## config.mk

```make
export PLATFORM = sky130hd
export DESIGN_NAME = cosine_similarity
export DESIGN_NICKNAME = d
export VERILOG_FILES = /design/src/design/cossim_pkg.sv /design/src/design/cossim_sub.sv /design/src/design/cossim_acc.sv /design/src/design/cossim_fin.sv /design/src/design/cosine_similarity.sv
export SDC_FILE = /design/constraint.sdc
export NUM_CORES = 2
export LEC_CHECK = 0
export ABC_AREA = 1
export BUFFER_PORTS_ARGS = -buffer_cell sky130_fd_sc_hd__buf_2
export CAP_MARGIN = 20
export CORE_MARGIN = 10
export CORE_UTILIZATION = 55
export CTS_BUF_LIST = sky130_fd_sc_hd__clkbuf_8 sky130_fd_sc_hd__clkbuf_16
export CTS_CLUSTER_DIAMETER = 150
export CTS_CLUSTER_SIZE = 12
export DETAILED_ROUTE_END_ITERATION = 10
export GPL_TIMING_DRIVEN = 0
export PLACE_DENSITY = 0.71
export SETUP_SLACK_MARGIN = 0.1
export SKIP_CTS_REPAIR_TIMING = 1
export SLEW_MARGIN = 20
export SYNTH_ARGS = -nofsm -noshare
export SYNTH_HDL_FRONTEND = slang
export SYNTH_SLANG_ARGS = --single-unit
```

## constraint.sdc

```tcl
create_clock -name clk -period 14.1 [get_ports clk]
set_input_delay 1.41 -clock clk [delete_from_list [all_inputs] [get_ports clk]]
set_output_delay 1.41 -clock clk [all_outputs]
set_load 0.005 [all_outputs]
```

## src/design/cossim_pkg.sv

```systemverilog
`default_nettype none

package cossim_pkg;

  // Field and accumulator widths
  localparam int ElemW  = 16;
  localparam int AccW   = 48;
  localparam int WideW  = AccW + 1;
  localparam int RootW  = AccW / 2;
  localparam int SimW   = 16;

  // Iteration counts of the finishing sequence
  localparam int SqrtSteps = AccW / 2;
  localparam int DivSteps  = SimW;
  localparam int CntW      = $clog2(SqrtSteps);

  // First trial bit of the digit-by-digit square root: highest even power of two
  localparam logic [AccW-1:0] SqrtTop = AccW'(1) << (AccW - 2);

  // Q1.15 limits
  localparam logic [SimW-1:0] SimMax = {1'b0, {(SimW-1){1'b1}}};
  localparam logic [SimW-1:0] SimMin = {1'b1, {(SimW-1){1'b0}}};

  typedef logic signed [AccW-1:0] acc_t;

  // Finished sums handed from the accumulator to the finisher
  typedef struct packed {
    logic valid;
    acc_t dot;
    acc_t norm_a;
    acc_t norm_b;
  } totals_t;

  // One result item
  typedef struct packed {
    logic [SimW-1:0] similarity;
    logic            zero_norm;
  } result_t;

endpackage

`default_nettype wire

```

## src/design/cossim_sub.sv

```systemverilog
`default_nettype none

// Shared compare-and-subtract unit: used by every root and divide step
module cossim_sub
  import cossim_pkg::*;
(
  input  wire logic [WideW-1:0] minuend,
  input  wire logic [WideW-1:0] subtrahend,
  output logic                  ge,
  output logic [WideW-1:0]      diff
);

  logic [WideW:0] full;

  // borrow out clear means minuend >= subtrahend
  assign full = {1'b0, minuend} - {1'b0, subtrahend};
  assign ge   = ~full[WideW];
  assign diff = full[WideW-1:0];

endmodule

`default_nettype wire

```

## src/design/cossim_acc.sv

```systemverilog
`default_nettype none

// Saturating accumulation of dot product and both squared norms,
// one 16x16 signed multiplier shared over three steps per item
module cossim_acc
  import cossim_pkg::*;
(
  input  wire logic                    clk,
  input  wire logic                    rst,
  input  wire logic                    start,
  input  wire logic signed [ElemW-1:0] elem_a,
  input  wire logic signed [ElemW-1:0] elem_b,
  input  wire logic                    last_pair,
  input  wire logic                    fin_ready,
  output logic                         busy,
  output totals_t                      totals
);

  typedef enum logic [2:0] {
    A_IDLE,
    A_AB,
    A_AA,
    A_BB,
    A_END,
    A_HAND
  } acc_state_t;

  acc_state_t                  state;
  logic signed [ElemW-1:0]     a_r;
  logic signed [ElemW-1:0]     b_r;
  logic                        last_r;
  logic signed [2*ElemW-1:0]   prod;
  acc_t                        dot;
  acc_t                        norm_a;
  acc_t                        norm_b;

  logic signed [ElemW-1:0]     op_x;
  logic signed [ElemW-1:0]     op_y;
  logic signed [2*ElemW-1:0]   product;

  // add with clamp to the signed accumulator range
  function automatic acc_t sat_add(input acc_t acc, input logic signed [2*ElemW-1:0] p);
    logic signed [AccW:0] s;
    acc_t                 r;
    s = {acc[AccW-1], acc} + {{(AccW+1-2*ElemW){p[2*ElemW-1]}}, p};
    if (s[AccW] != s[AccW-1]) begin
      r = s[AccW] ? {1'b1, {(AccW-1){1'b0}}} : {1'b0, {(AccW-1){1'b1}}};
    end else begin
      r = s[AccW-1:0];
    end
    return r;
  endfunction

  // operand select: a*b, then a*a, then b*b
  always_comb begin
    op_x = (state == A_BB) ? b_r : a_r;
    case (state)
      A_AB:    op_y = b_r;
      A_AA:    op_y = a_r;
      default: op_y = b_r;
    endcase
    product = op_x * op_y;
  end

  always_ff @(posedge clk) begin
    if (rst) begin
      state  <= A_IDLE;
      dot    <= '0;
      norm_a <= '0;
      norm_b <= '0;
    end else begin
      case (state)
        A_IDLE: begin
          if (start) begin
            a_r    <= elem_a;
            b_r    <= elem_b;
            last_r <= last_pair;
            state  <= A_AB;
          end
        end
        A_AB: begin
          prod  <= product;
          state <= A_AA;
        end
        A_AA: begin
          dot   <= sat_add(dot, prod);
          prod  <= product;
          state <= A_BB;
        end
        A_BB: begin
          norm_a <= sat_add(norm_a, prod);
          prod   <= product;
          state  <= A_END;
        end
        A_END: begin
          norm_b <= sat_add(norm_b, prod);
          state  <= last_r ? A_HAND : A_IDLE;
        end
        A_HAND: begin
          // once the finisher is ready it takes the sums in this cycle; start the next vector clean
          if (fin_ready) begin
            dot    <= '0;
            norm_a <= '0;
            norm_b <= '0;
            state  <= A_IDLE;
          end
        end
        default: state <= A_IDLE;
      endcase
    end
  end

  assign busy          = (state != A_IDLE);
  assign totals.valid  = (state == A_HAND);
  assign totals.dot    = dot;
  assign totals.norm_a = norm_a;
  assign totals.norm_b = norm_b;

endmodule

`default_nettype wire

```

## src/design/cossim_fin.sv

```systemverilog
`default_nettype none

// Finishing sequencer: two square roots, one multiply, range check and a
// restoring divide, root, check and divide steps on the shared compare-and-subtract unit
module cossim_fin
  import cossim_pkg::*;
(
  input  wire logic    clk,
  input  wire logic    rst,
  input  wire totals_t totals,
  input  wire logic    out_free,
  output logic         ready,
  output logic         res_valid,
  output result_t      result
);

  typedef enum logic [2:0] {
    F_IDLE,
    F_SQA,
    F_SQB,
    F_MUL,
    F_CHK,
    F_DIV,
    F_DONE
  } fin_state_t;

  fin_state_t              state;
  logic [AccW-1:0]         x;
  logic [AccW-1:0]         root;
  logic [AccW-1:0]         sq_bit;
  logic [CntW-1:0]         cnt;
  logic [AccW-1:0]         nb_r;
  logic [RootW-1:0]        ra;
  logic [RootW-1:0]        rb;
  logic [AccW-1:0]         den;
  logic [AccW-1:0]         mag;
  logic                    neg;
  logic [AccW-1:0]         rem;
  logic [DivSteps-1:0]     quo;
  logic [SimW-1:0]         sim_r;
  logic                    zn_r;

  logic [WideW-1:0]        minu;
  logic [WideW-1:0]        subt;
  logic                    ge;
  logic [WideW-1:0]       diff;
  logic [AccW-1:0]         root_step;
  logic [DivSteps-1:0]     q_next;
  logic                    zero_in;

  // clamp the quotient magnitude to Q1.15 and apply the sign
  function automatic logic [SimW-1:0] clamp(input logic n, input logic ovf,
                                            input logic [DivSteps-1:0] q);
    logic [SimW-1:0] r;
    if (n) begin
      r = (ovf || q > SimMin) ? SimMin : (~q + 1'b1);
    end else begin
      r = (ovf || q > SimMax) ? SimMax : q;
    end
    return r;
  endfunction

  // operands for the shared unit
  always_comb begin
    case (state)
      F_SQA, F_SQB: begin
        minu = {1'b0, x};
        subt = {1'b0, root} + {1'b0, sq_bit};
      end
      F_CHK: begin
        // quotient of two or more: saturate without dividing
        minu = {1'b0, mag};
        subt = {den, 1'b0};
      end
      F_DIV: begin
        minu = (cnt == CntW'(DivSteps-1)) ? {1'b0, rem} : {rem, 1'b0};
        subt = {1'b0, den};
      end
      default: begin
        minu = '0;
        subt = '0;
      end
    endcase
  end

  cossim_sub u_sub (
    .minuend    (minu),
    .subtrahend (subt),
    .ge         (ge),
    .diff       (diff)
  );

  assign root_step = ge ? ((root >> 1) + sq_bit) : (root >> 1);
  assign q_next    = {quo[DivSteps-2:0], ge};
  assign zero_in   = (totals.norm_a == '0) || (totals.norm_b == '0);

  always_ff @(posedge clk) begin
    if (rst) begin
      state <= F_IDLE;
    end else begin
      case (state)
        F_IDLE: begin
          if (totals.valid) begin
            x      <= totals.norm_a;
            nb_r   <= totals.norm_b;
            root   <= '0;
            sq_bit <= SqrtTop;
            cnt    <= CntW'(SqrtSteps-1);
            neg    <= totals.dot[AccW-1];
            mag    <= totals.dot[AccW-1] ? (~totals.dot + 1'b1) : totals.dot;
            if (zero_in) begin
              sim_r <= '0;
              zn_r  <= 1'b1;
              state <= F_DONE;
            end else begin
              zn_r  <= 1'b0;
              state <= F_SQA;
            end
          end
        end
        F_SQA, F_SQB: begin
          if (ge) begin
            x <= diff[AccW-1:0];
          end
          root   <= root_step;
          sq_bit <= sq_bit >> 2;
          cnt    <= cnt - 1'b1;
          if (cnt == '0) begin
            if (state == F_SQA) begin
              // first root done, start on the second norm
              ra     <= root_step[RootW-1:0];
              x      <= nb_r;
              root   <= '0;
              sq_bit <= SqrtTop;
              cnt    <= CntW'(SqrtSteps-1);
              state  <= F_SQB;
            end else begin
              rb    <= root_step[RootW-1:0];
              state <= F_MUL;
            end
          end
        end
        F_MUL: begin
          den   <= ra * rb;
          state <= F_CHK;
        end
        F_CHK: begin
          if (ge) begin
            sim_r <= clamp(neg, 1'b1, '0);
            state <= F_DONE;
          end else begin
            rem   <= mag;
            quo   <= '0;
            cnt   <= CntW'(DivSteps-1);
            state <= F_DIV;
          end
        end
        F_DIV: begin
          rem <= ge ? diff[AccW-1:0] : minu[AccW-1:0];
          quo <= q_next;
          cnt <= cnt - 1'b1;
          if (cnt == '0) begin
            sim_r <= clamp(neg, 1'b0, q_next);
            state <= F_DONE;
          end
        end
        F_DONE: begin
          if (out_free) begin
            state <= F_IDLE;
          end
        end
        default: state <= F_IDLE;
      endcase
    end
  end

  assign ready             = (state == F_IDLE);
  assign res_valid         = (state == F_DONE) && out_free;
  assign result.similarity = sim_r;
  assign result.zero_norm  = zn_r;

endmodule

`default_nettype wire

```

## src/design/cosine_similarity.sv

```systemverilog
`default_nettype none

// Channel  Handshake               Payload
// pair     pair_valid, pair_stall  elem_a, elem_b, last_pair
// sim      sim_valid, sim_stall    similarity, zero_norm
//
// Each pair is accepted, then gets three products on one shared 16x16 multiplier
// and the last accumulate; a last pair then waits for the finisher. The finisher
// runs load, 24 + 24 root steps, multiply, range check, 16 divide steps and
// output per vector, skips the divide when the ratio is two or more, goes from
// load to output for a zero norm, and overlaps the next vector. Reset (rst,
// synchronous) clears the sums and empties the output register; a stalled
// result holds in the output register and holds the finisher.
module cosine_similarity
  import cossim_pkg::*;
(
  input  wire logic                    clk,
  input  wire logic                    rst,
  input  wire logic                    pair_valid,
  output logic                         pair_stall,
  input  wire logic signed [ElemW-1:0] elem_a,
  input  wire logic signed [ElemW-1:0] elem_b,
  input  wire logic                    last_pair,
  output logic                         sim_valid,
  input  wire logic                    sim_stall,
  output logic signed [SimW-1:0]       similarity,
  output logic                         zero_norm
);

  logic    acc_busy;
  logic    fin_ready;
  logic    res_valid;
  logic    out_free;
  totals_t totals;
  result_t result;

  assign pair_stall = acc_busy;
  assign out_free   = ~sim_valid | ~sim_stall;

  cossim_acc u_acc (
    .clk       (clk),
    .rst       (rst),
    .start     (pair_valid & ~acc_busy),
    .elem_a    (elem_a),
    .elem_b    (elem_b),
    .last_pair (last_pair),
    .fin_ready (fin_ready),
    .busy      (acc_busy),
    .totals    (totals)
  );

  cossim_fin u_fin (
    .clk       (clk),
    .rst       (rst),
    .totals    (totals),
    .out_free  (out_free),
    .ready     (fin_ready),
    .res_valid (res_valid),
    .result    (result)
  );

  // output register
  always_ff @(posedge clk) begin
    if (rst) begin
      sim_valid <= 1'b0;
    end else if (res_valid) begin
      sim_valid  <= 1'b1;
      similarity <= result.similarity;
      zero_norm  <= result.zero_norm;
    end else if (!sim_stall) begin
      sim_valid <= 1'b0;
    end
  end

endmodule

`default_nettype wire
```

==> results.toml <==
[die]
die_w_um = 397.9
die_area_sq_um = 158300
ios = 56
row_count = 138
die_h_um = 397.9
core_area_sq_um = 141800
start_util_pct = 55.40

[timing]
fmax_ghz = 0.1096
finClkSkew_ns = 0.07133
relSlewSlack_pct = 16.86
maxSlewViolCount = 0
rsz0062_at_grt = "false"
worst_pin_slew_ns = 1.247
final_hold_viol_count = 0
fin_crit_sh_pct = 64.72
tns_ns = 0
period_needed_ns = 9.126
setup-violations-final = 0

[detailed_routing]
totalWireLength_um = 302200
drc = 0
vias_per_cell = 5.803
vias = 74710
drt.antenna.violating_nets = 0
drtIter0Drc = 8346
dr.pass1.iters = 6
wl_per_cell_um = 23.47

[yosys]
synth_edf_count = 480
synthDistinctLibCells = 63
synth-seq-area-share_pct = 22.20
synth.net_count = 12080
synth_ff_type = "edfxtp_1"
ys_warn_count = 0
async_flop_share_pct = 0
syn_inst = 10790
synth_area_sq_um = 78530
ys_ff_latch = 631
syn-mean-instance-area_sq_um = 7.276

[outcome]
status = "completed"

[global_route]
busiest_layer = "met2"
gr-total-overflow = 0
grt_first_pass_wirelength_um = 450400
antenna_found_initial = 2
grt_util_met1_pct = 46.86
grt_util_met3_pct = 7.435
grtUsageMet2_pct = 59.02
grt_max_degree = 32
track_usage_pct = 37.53
grt_pass1_vias = 73940

[worst_setup_path]
cp.required_ns = 14.54
path_max_fanout = 10
cp-start-kind = "register"
critical_path_arrival_ns = 9.57
rrSetupSlack_ns = 4.97
path_class = "reg -> reg"
crit_path_end_kind = "register"

[placed_design]
dp_hpwl_um = 252900
numPortBuffers = 55
place_congestion = 1.069

[finish]
area_growth_pct = 6.316
fin_nets = 12230
final_layout_size_suffix_gt1_share_pct = 4.617

[clocking]
clock_path_buffers = 3
cts_buffers = 59
cts_tree = "yes"
cts_max_level = 2
cts.sink_count = 631
clk_latency_ns = 0.75
clkTransAtPathRegs_ns = 0.07
cts_root_buf = "clkbuf_16"

[run]
drv_cap = 0

[worst_hold_path]
hold_path_class = "reg -> reg"
==> kinds of logic (layout without fill, tap and decap cells) <==
group,Yosys count,after routing,synth area share (%)
other,0,3,0
DFF,631,631,22.20
buffers and inverters,2416,2606,12.02
adders and majority gates,1252,1252,27.10
xor gates and xnor gates,281,281,3.134
AOI/OAI and AO/OA,1344,1344,9.944
and+or+nand+nor,4868,4868,25.59
==> routing by layer <==
metal | share of wire (%) | routed length (um)
met1 | 38 | 113900
met2 | 44 | 133400
met3 | 10 | 30240
met4 | 8.2 | 24680
met5 | 0.0023 | 7
==> cell usage after synthesis (38+ instances only) <==
master | count | area, sq um
o21ai_0 | 425 | 2127
xnor2_1 | 117 | 1025
edfxtp_1 | 480 | 14410
nor2_1 | 876 | 3288
dfxtp_1 | 151 | 3023
nor3_1 | 77 | 385.4
fa_1 | 748 | 14970
clkbuf_1 | 221 | 829.6
nand2_2 | 38 | 237.7
nand2_1 | 3108 | 11670
a21oi_2 | 69 | 604.3
inv_1 | 2064 | 7747
a22oi_1 | 48 | 360.4
ha_1 | 504 | 6306
o21bai_1 | 75 | 563.0
a21oi_1 | 524 | 2623
nand4_1 | 103 | 644.4
nor4_1 | 56 | 350.3
xor2_1 | 164 | 1436
nand3_2 | 54 | 540.5
nand3_1 | 474 | 2372
==> layout by cell type, fill, tap and decap left out, types with 18 or more instances in the layout <==
| master | count |
|---|---|
| nand2_1 | 3108 |
| inv_1 | 2099 |
| nor2_1 | 871 |
| fa_1 | 748 |
| a21oi_1 | 522 |
| ha_1 | 504 |
| edfxtp_1 | 480 |
| nand3_1 | 474 |
| o21ai_0 | 424 |
| clkbuf_1 | 219 |
| xor2_1 | 164 |
| dfxtp_1 | 151 |
| xnor2_1 | 117 |
| nand4_1 | 103 |
| buf_2 | 87 |
| o21bai_1 | 75 |
| nor3_1 | 73 |
| a21oi_2 | 69 |
| clkbuf_16 | 59 |
| nor4_1 | 56 |
| nand3_2 | 54 |
| a22oi_1 | 48 |
| nand2_2 | 38 |
| buf_6 | 37 |
| buf_4 | 35 |
| a21o_1 | 29 |
| inv_2 | 29 |
| o21a_1 | 23 |
| a31oi_1 | 21 |
| o21ai_1 | 20 |
| o221ai_1 | 20 |
| nand3b_1 | 20 |
| o211ai_1 | 18 |
==> worst max-delay path: stages, from the launching register on <==
cell and delay (ns):
dfxtp_1 0.52, inv_2 0.19, nand2_1 0.10, nor2_2 0.64, inv_1 0.53, clkbuf_1 0.38
o21ai_2 0.56, inv_2 0.23, nor2_1 0.34, fa_1 0.56, fa_1 0.91, inv_1 0.11
fa_1 0.47, fa_1 0.58, fa_1 0.43, fa_1 0.49, inv_1 0.04, ha_1 0.35
nand2_1 0.12, nor4_1 0.41, nand2_1 0.09, o211ai_1 0.32, nand2_1 0.09, nand2_1 0.13
a21oi_1 0.10, xor2_1 0.15
==> path summary, 6_finish.rpt <==
path | from | end | cells after the start
worst min-delay path | u_fin.sim_r[15] | similarity[15] | 0
worst max-delay path | u_acc.state[2] | u_acc.prod[28] | 25
worst max register to register | u_acc.state[2] | u_acc.prod[28] | 25
worst min register to register | u_fin.sim_r[15] | similarity[15] | 0
==> state kept, by name (all words and copies together) (netlist names), 24 cells and up <==
signal        count
u_acc.dot        48
u_acc.norm_a     48
u_acc.norm_b     48
u_acc.prod       32
u_fin.den        48
u_fin.mag        48
u_fin.nb_r       48
u_fin.ra         24
u_fin.rb         24
u_fin.rem        48
u_fin.root       48
u_fin.sq_bit     24
u_fin.x          48
==> area by class of cell <==
class                           instances  area (sq um)
Sequential cell                       631         17440
Multi-Input combinational cell       7745         51720
Clock inverter                         41         242.7
Clock buffer                           59          1476
Timing Repair Buffer                   90         795.8
Fill cell                           13390         58270
Tap cell                             1890          2365
Antenna cell                            3         7.507
Inverter                             2095          7864
Buffer                                321          1582
==> stage by stage <==
stage / hold slack (ns) / instances / setup slack [ns] / area (sq um) / utilization, %
6_report: 0.4155 / 12880 / 4.974 / 83490 / 58.89
5_1_grt: 0.4239 / 12870 / 4.710 / 83480 / 58.89
4_1_cts: 0.4172 / 12870 / 5.085 / 83480 / 58.89
3_5_place_dp: 0.4054 / 12770 / 5.151 / 81760 / 57.67
3_3_place_gp: 0.4028 / 12740 / 2.333 / 81170 / 57.26
2_1_floorplan: 0.4003 / 10790 / 5.147 / 78530 / -
Power is left out: the tool's default activity adds up to more than one toggle a clock period on the data nets, which glitch-free logic cannot reach.
